File: src/hdl/tkps_pkg.sv
// ============================================================================
// Top-k plan selector package
// Shared widths, constants and word types of the top-k plan selector.
// ============================================================================
package tkps_pkg;

    localparam int KEEP_COUNT = 6;
    localparam int SPEED      = 30;
    localparam int ID_WIDTH   = 10;
    localparam int DIST_W     = 24;
    localparam int SCORE_W    = 24;
    localparam int TT_W       = 20;
    localparam int CFG_W      = 16;
    localparam int CNT_W      = $clog2(KEEP_COUNT + 1);

    localparam logic [CFG_W-1:0]  TIME_LIMIT_RESET = 16'hFFFF;
    localparam logic [DIST_W-1:0] LIMIT_PROD_RESET =
        DIST_W'(int'(TIME_LIMIT_RESET) * SPEED);

    // Travel time is distance times a rounded-up reciprocal of the speed.
    localparam int TT_SHIFT = DIST_W + $clog2(SPEED);
    localparam int RECIP_W  = DIST_W + 1;
    localparam int PROD_W   = DIST_W + RECIP_W;
    localparam logic [63:0] RECIP_WIDE =
        ((64'd1 << TT_SHIFT) + 64'(SPEED) - 64'd1) / 64'(SPEED);
    localparam logic [RECIP_W-1:0] TT_RECIP = RECIP_W'(RECIP_WIDE);

    typedef enum logic {
        FUNC_OFFER = 1'b0,
        FUNC_FLUSH = 1'b1
    } func_t;

    typedef struct packed {
        func_t                     func;
        logic [DIST_W-1:0]         trip_distance;
        logic signed [SCORE_W-1:0] plan_score;
        logic [ID_WIDTH-1:0]       activity_id;
        logic [ID_WIDTH-1:0]       dinner_id;
        logic [ID_WIDTH-1:0]       scenery_id;
    } in_word_t;

    typedef struct packed {
        logic                      found;
        logic signed [SCORE_W-1:0] best_score;
        logic [DIST_W-1:0]         best_distance;
        logic [TT_W-1:0]           travel_time;
        logic [ID_WIDTH-1:0]       out_activity;
        logic [ID_WIDTH-1:0]       out_dinner;
        logic [ID_WIDTH-1:0]       out_scenery;
        logic                      last;
    } out_word_t;

    typedef struct packed {
        logic signed [SCORE_W-1:0] score;
        logic [DIST_W-1:0]         distance;
        logic [ID_WIDTH-1:0]       activity;
        logic [ID_WIDTH-1:0]       dinner;
        logic [ID_WIDTH-1:0]       scenery;
    } entry_t;

    typedef struct packed {
        logic   found;
        logic   last;
        entry_t entry;
    } res_req_t;

    typedef struct packed {
        logic             flushing;
        logic [CNT_W-1:0] count;
    } store_status_t;

endpackage

File: src/hdl/tkps_store.sv
// ============================================================================
// Top-k plan store
// Sorted register store of the best plans, with parallel insertion and a
// drain sequencer that shifts the kept plans out best first on a flush.
// ============================================================================
module tkps_store
    import tkps_pkg::*;
(
    input  logic              aclk,
    input  logic              aresetn,
    input  logic              in_valid,
    input  in_word_t          in_word,
    input  logic [DIST_W-1:0] limit_prod,
    output logic              take,
    output logic              res_valid,
    input  logic              res_ready,
    output res_req_t          res,
    output store_status_t     status
);

    typedef enum logic {
        ST_IDLE,
        ST_FLUSH
    } state_t;

    state_t           state_reg;
    state_t           state_next;
    logic [CNT_W-1:0] count_reg;
    logic [CNT_W-1:0] count_next;
    entry_t           ent_reg  [KEEP_COUNT];
    entry_t           ent_next [KEEP_COUNT];

    entry_t           new_ent;
    logic             full;
    logic [CNT_W-1:0] eff_count;
    logic             too_far;
    logic             weak_wins;
    logic [KEEP_COUNT-1:0] ge;

    assign new_ent.score    = in_word.plan_score;
    assign new_ent.distance = in_word.trip_distance;
    assign new_ent.activity = in_word.activity_id;
    assign new_ent.dinner   = in_word.dinner_id;
    assign new_ent.scenery  = in_word.scenery_id;

    assign full      = (count_reg == CNT_W'(KEEP_COUNT));
    assign eff_count = full ? CNT_W'(KEEP_COUNT - 1) : count_reg;
    assign too_far   = (in_word.trip_distance > limit_prod);
    assign weak_wins = full &&
        ($signed(ent_reg[KEEP_COUNT-1].score) > $signed(in_word.plan_score));

    // Kept plans that stay ahead of the new one form a prefix of the store.
    always_comb begin
        for (int i = 0; i < KEEP_COUNT; i++) begin
            ge[i] = (CNT_W'(i) < eff_count) &&
                    ($signed(ent_reg[i].score) >= $signed(in_word.plan_score));
        end
    end

    always_comb begin
        take        = 1'b0;
        res_valid   = 1'b0;
        res.found   = 1'b0;
        res.last    = 1'b1;
        res.entry   = '0;
        state_next  = state_reg;
        count_next  = count_reg;
        for (int i = 0; i < KEEP_COUNT; i++) begin
            ent_next[i] = ent_reg[i];
        end
        case (state_reg)
            ST_IDLE: begin
                if (in_valid) begin
                    if (in_word.func == FUNC_OFFER) begin
                        take = 1'b1;
                        if (!too_far && !weak_wins) begin
                            if (!ge[0]) begin
                                ent_next[0] = new_ent;
                            end
                            for (int i = 1; i < KEEP_COUNT; i++) begin
                                if (!ge[i]) begin
                                    ent_next[i] = ge[i-1] ? new_ent : ent_reg[i-1];
                                end
                            end
                            count_next = eff_count + CNT_W'(1);
                        end
                    end else if (count_reg != '0) begin
                        take       = 1'b1;
                        state_next = ST_FLUSH;
                    end else if (res_ready) begin
                        take      = 1'b1;
                        res_valid = 1'b1;
                    end
                end
            end
            ST_FLUSH: begin
                res_valid = 1'b1;
                res.found = 1'b1;
                res.last  = (count_reg == CNT_W'(1));
                res.entry = ent_reg[0];
                if (res_ready) begin
                    for (int i = 0; i < KEEP_COUNT - 1; i++) begin
                        ent_next[i] = ent_reg[i+1];
                    end
                    count_next = count_reg - CNT_W'(1);
                    if (count_reg == CNT_W'(1)) begin
                        state_next = ST_IDLE;
                    end
                end
            end
            default: begin
                state_next = ST_IDLE;
            end
        endcase
    end

    always_ff @(posedge aclk) begin
        if (!aresetn) begin
            state_reg <= ST_IDLE;
            count_reg <= '0;
        end else begin
            state_reg <= state_next;
            count_reg <= count_next;
        end
    end

    always_ff @(posedge aclk) begin
        for (int i = 0; i < KEEP_COUNT; i++) begin
            ent_reg[i] <= ent_next[i];
        end
    end

    assign status.flushing = (state_reg == ST_FLUSH);
    assign status.count    = count_reg;

endmodule

File: src/hdl/tkps_result.sv
// ============================================================================
// Top-k plan result stage
// Works out the travel time of an emitted plan and holds the result word in
// the output register until the receiver takes it.
// ============================================================================
module tkps_result
    import tkps_pkg::*;
(
    input  logic      aclk,
    input  logic      aresetn,
    input  logic      res_valid,
    output logic      res_ready,
    input  res_req_t  res,
    output logic      m_valid,
    input  logic      m_ready,
    output out_word_t m_data
);

    logic              m_valid_reg;
    out_word_t         m_data_reg;
    logic [PROD_W-1:0] prod;
    logic [TT_W-1:0]   travel_time;

    assign prod        = PROD_W'(res.entry.distance) * PROD_W'(TT_RECIP);
    assign travel_time = TT_W'(prod >> TT_SHIFT);
    assign res_ready   = !m_valid_reg || m_ready;

    always_ff @(posedge aclk) begin
        if (!aresetn) begin
            m_valid_reg <= 1'b0;
        end else if (res_ready) begin
            m_valid_reg <= res_valid;
        end
    end

    always_ff @(posedge aclk) begin
        if (res_ready && res_valid) begin
            m_data_reg.found         <= res.found;
            m_data_reg.best_score    <= res.entry.score;
            m_data_reg.best_distance <= res.entry.distance;
            m_data_reg.travel_time   <= travel_time;
            m_data_reg.out_activity  <= res.entry.activity;
            m_data_reg.out_dinner    <= res.entry.dinner;
            m_data_reg.out_scenery   <= res.entry.scenery;
            m_data_reg.last          <= res.last;
        end
    end

    assign m_valid = m_valid_reg;
    assign m_data  = m_data_reg;

endmodule

File: src/hdl/top_k_plan_selector.sv
// ============================================================================
// Top-k plan selector
// Keeps the six best plans by score that meet the travel time limit and
// emits them best first on a flush.
// ============================================================================
// Usage: the s_ channel carries one word per candidate plan or flush command;
// the m_ channel returns result words; cfg_ writes the time limit, and is
// always ready. The limit takes effect on the following cycle.
// An offered plan passes through the input register and is then filtered and
// inserted into the sorted store, so offers are taken one per cycle while the
// store is not draining, and produce no result.
// A flush with plans kept moves from the input register into the drain
// sequence, and the store shifts one plan a cycle into the output register
// while that register can take it; the store takes no input until the drain
// ends. A flush of an empty store yields one empty word.
// When the receiver stalls, the output register holds its word, the drain
// pauses, and the input register holds one more word before s_ready drops.
// Reset empties the store, clears both valid flags and sets the time limit
// to its greatest value.
// ============================================================================
module top_k_plan_selector
    import tkps_pkg::*;
(
    input  logic             aclk,
    input  logic             aresetn,
    input  logic             s_valid,
    output logic             s_ready,
    input  in_word_t         s_data,
    output logic             m_valid,
    input  logic             m_ready,
    output out_word_t        m_data,
    input  logic             cfg_valid,
    output logic             cfg_ready,
    input  logic [CFG_W-1:0] cfg_data
);

    logic              in_valid_reg;
    in_word_t          in_word_reg;
    logic [DIST_W-1:0] limit_prod_reg;
    logic              store_take;
    logic              res_valid;
    logic              res_ready;
    res_req_t          res;
    store_status_t     st;

    assign cfg_ready = 1'b1;
    assign s_ready   = !in_valid_reg || store_take;

    always_ff @(posedge aclk) begin
        if (!aresetn) begin
            limit_prod_reg <= LIMIT_PROD_RESET;
        end else if (cfg_valid && cfg_ready) begin
            limit_prod_reg <= DIST_W'(int'(cfg_data) * SPEED);
        end
    end

    always_ff @(posedge aclk) begin
        if (!aresetn) begin
            in_valid_reg <= 1'b0;
        end else if (s_ready) begin
            in_valid_reg <= s_valid;
        end
    end

    always_ff @(posedge aclk) begin
        if (s_ready && s_valid) begin
            in_word_reg <= s_data;
        end
    end

    tkps_store u_store (
        .aclk       (aclk),
        .aresetn    (aresetn),
        .in_valid   (in_valid_reg),
        .in_word    (in_word_reg),
        .limit_prod (limit_prod_reg),
        .take       (store_take),
        .res_valid  (res_valid),
        .res_ready  (res_ready),
        .res        (res),
        .status     (st)
    );

    tkps_result u_result (
        .aclk      (aclk),
        .aresetn   (aresetn),
        .res_valid (res_valid),
        .res_ready (res_ready),
        .res       (res),
        .m_valid   (m_valid),
        .m_ready   (m_ready),
        .m_data    (m_data)
    );

`ifndef SYNTH
    a_empty_is_last: assert property (@(posedge aclk) disable iff (!aresetn)
        (m_valid && !m_data.found) |-> m_data.last)
        else $error("empty result word without last");

    a_count_bound: assert property (@(posedge aclk) disable iff (!aresetn)
        st.count <= CNT_W'(KEEP_COUNT))
        else $error("kept plan count above store depth");

    a_no_take_in_flush: assert property (@(posedge aclk) disable iff (!aresetn)
        st.flushing |-> !store_take)
        else $error("input word taken during drain");

    a_drain_ends_last: assert property (@(posedge aclk) disable iff (!aresetn)
        (st.flushing && st.count == CNT_W'(1) && res_ready) |=> (m_valid && m_data.last))
        else $error("drain finished without last word");
`endif

endmodule

File: config.mk
export PLATFORM = sky130hd
export DESIGN_NAME = top_k_plan_selector
export DESIGN_NICKNAME = d
export VERILOG_FILES = /design/src/hdl/tkps_pkg.sv /design/src/hdl/tkps_store.sv /design/src/hdl/tkps_result.sv /design/src/hdl/top_k_plan_selector.sv
export SDC_FILE = /design/constraint.sdc
export NUM_CORES = 2
export LEC_CHECK = 0
export ABC_AREA = 1
export BUFFER_PORTS_ARGS = -buffer_cell sky130_fd_sc_hd__buf_2
export CAP_MARGIN = 15
export CORE_UTILIZATION = 55
export CTS_BUF_LIST = sky130_fd_sc_hd__clkbuf_2
export CTS_CLUSTER_SIZE = 20
export DETAILED_ROUTE_END_ITERATION = 8
export MAX_ROUTING_LAYER = met4
export PLACE_DENSITY = 0.77
export SYNTH_ARGS = -nofsm -noshare
export SYNTH_HDL_FRONTEND = slang
export SYNTH_HIERARCHICAL = 1
export SYNTH_SLANG_ARGS = --single-unit
File: constraint.sdc
create_clock -name aclk -period 6.2 [get_ports aclk]
set_clock_uncertainty 0.1 [all_clocks]
set_input_delay 0.62 -clock aclk [delete_from_list [all_inputs] [get_ports aclk]]
set_output_delay 0.62 -clock aclk [all_outputs]
set_load 0.05 [all_outputs]
==> flow_summary.yaml <==
die:
  core_area_um2: 79260
  die_h_um: 285.4
  pin_count: 203
  die_area_um2: 81460
  die_w_um: 285.4
  start_util_pct: 55.74
  rows: 103
worst_setup_path:
  path_max_fanout: 28
  cp.arrival_ns: 6.65
  cp-end-kind: "flip-flop"
  worst_ep_required_time_ns: 7.28
  crit_type: "flip-flop to flip-flop"
  startpoint_type: "flip-flop"
power_and_ir_drop:
  leakage_nw: 24.75
  fin_total_pwr_w: 0.01113
  peakVddDrop_v: 0.0001496
  powerDensity_nw_per_um2: 225.1
layout:
  largest_register_ffs: 468
  nets: 6243
  fin_area_um2: 49460
  area_growth_pct: 11.95
  fin_util_pct: 62.40
  drive_above_1_share_pct: 10.22
min_path:
  hold_path.class: "primary input to flip-flop"
grt:
  grt_first_pass_wirelength_mm: 202.3
  first_global_vias: 36750
  overflow: 0
  grt_max_degree: 141
  grt_usage_pct: 32.81
  grt_antenna_before_repair: 3
run:
  max_cap_viol_count: 0
cts:
  cts-root-buf: "clkbuf_2"
  numCtsBuffers: 176
  htreeDepth: 4
  post_cts_buffers: 0
  clockBufferDepth: 3
  cts_tree: "done"
  clock_latency_ns: 1.50
  ctsResizeCount: 0
  cts_sinks: 673
  clk_pin_slew_ns: 0.10
timing:
  tns_ns: 0
  worst_pin_slew_ns: 1.122
  slew_viol_final: 0
  setup_viol: 0
  fmax_mhz: 179.5
  rsz0062_at_grt: "false"
  hold_viol: 0
  post-route-period-util_pct: 89.85
  min_period_ns: 5.571
  fin_hold_ws_ns: 0.1837
  slew_headroom_pct: 25.19
detailed_routing:
  vias: 38080
  viasPerCell: 5.597
  wl_met3_mm: 14.47
  drt-met1-wl_mm: 52.33
  ant_nets: 0
  drc_errors: 0
  wl_mm: 129.9
  post_drt_wl_per_cell_um: 19.09
  top_layer: "met4"
  routed-wl-met2_mm: 58.86
  drt_iter0_drc: 4504
  firstDrtPassIters: 8
synth:
  syn_avg_cell_area_um2: 8.455
  yosys_warnings: 6
  netlist_area_um2: 44180
  synthCells: 5225
run_status:
  status: "finished clean"
placed_design:
  place_area_um2: 46000
  io_buffer_count: 201
  place_congestion: 0.9495
  hpwl_mm: 82.84
-- what timing repair did --
action | 4_1_cts | 5_1_grt
hold endpoints to repair | 284 | 0
endpoints found under the setup margin | 0 | 0
hold buffers | 186 | 0
-- layer usage --
layer	global-route usage, %	vias up
li1	-	17940
met1	43.18	17590
met2	50.16	2216
met3	6.459	331
met4	12.59	0
met5	-	-
-- worst max-delay path, stage by stage, from the launching register on --
cell and delay (ns):
dfxtp_4 0.53, nand2_1 0.09, inv_1 0.10, ha_1 0.28
fa_1 0.57, inv_1 0.08, fa_1 0.49, fa_1 0.56
inv_1 0.07, fa_1 0.53, inv_1 0.05, fa_1 0.53
inv_1 0.04, ha_1 0.32, a21oi_1 0.27, o21a_1 0.17
o21ai_0 0.11, a21boi_0 0.27, nand3_1 0.11, nand2_1 0.07
nand2_1 0.04
-- per-stage QoR --
step	cells	setup slack [ns]
5_1_grt	6803	0.2448
3_5_place_dp	6314	0.5779
3_3_place_gp	6314	0.6903
6_report	6803	0.6293
2_1_floorplan	5228	0.3359
4_1_cts	6801	0.6892
-- cell usage in the layout, fill, tap and decap left out, types with 15 or more instances in the layout --
cell / count
a21oi_1: 161
clkbuf_2: 264
nand2_1: 2174
nand4_1: 33
buf_4: 43
clkinv_1: 20
nor3_1: 15
dfxtp_1: 24
dlygate4sd3_1: 186
o21ai_0: 225
edfxtp_1: 647
nor2_1: 162
fa_1: 103
ha_1: 412
buf_2: 201
inv_1: 540
nand3_1: 389
-- path summary, 6_finish.rpt --
check | from | end | slack, ns | depth (start not counted)
min | cfg_data[9] | limit_prod_reg[10]$_SDFFE_PN1P_ | 0.18 | 7
min reg2reg | u_store/ent_reg[2][22]$_DFFE_PP_ | u_store/ent_reg[1][22]$_DFFE_PP_ | 0.33 | 2
max | u_store/state_reg$_SDFF_PN0_ | u_result/m_data[43]$_DFFE_PP_ | 0.63 | 20
max reg2reg | u_store/state_reg$_SDFF_PN0_ | u_result/m_data[43]$_DFFE_PP_ | 0.63 | 20
-- cell type report --
class	instances	area, um2
Timing Repair Buffer	439	3371
Inverter	545	2053
Fill cell	6795	29800
Clock inverter	37	265.3
Tap cell	1050	1314
Clock buffer	264	1321
Antenna cell	2	5.005
Multi-Input combinational cell	3793	21170
Sequential cell	673	19960
-- power breakdown --
group | internal (W) | total, W | switching (W) | leakage [nW]
logic | 0.000714 | 0.00238 | 0.00167 | 17.2
registers | 0.00534 | 0.00555 | 0.000206 | 6.31
clock network | 0.00124 | 0.00321 | 0.00197 | 1.22
total | 0.00729 | 0.0111 | 0.00384 | 24.7
Power figures use the tool's default switching activity.
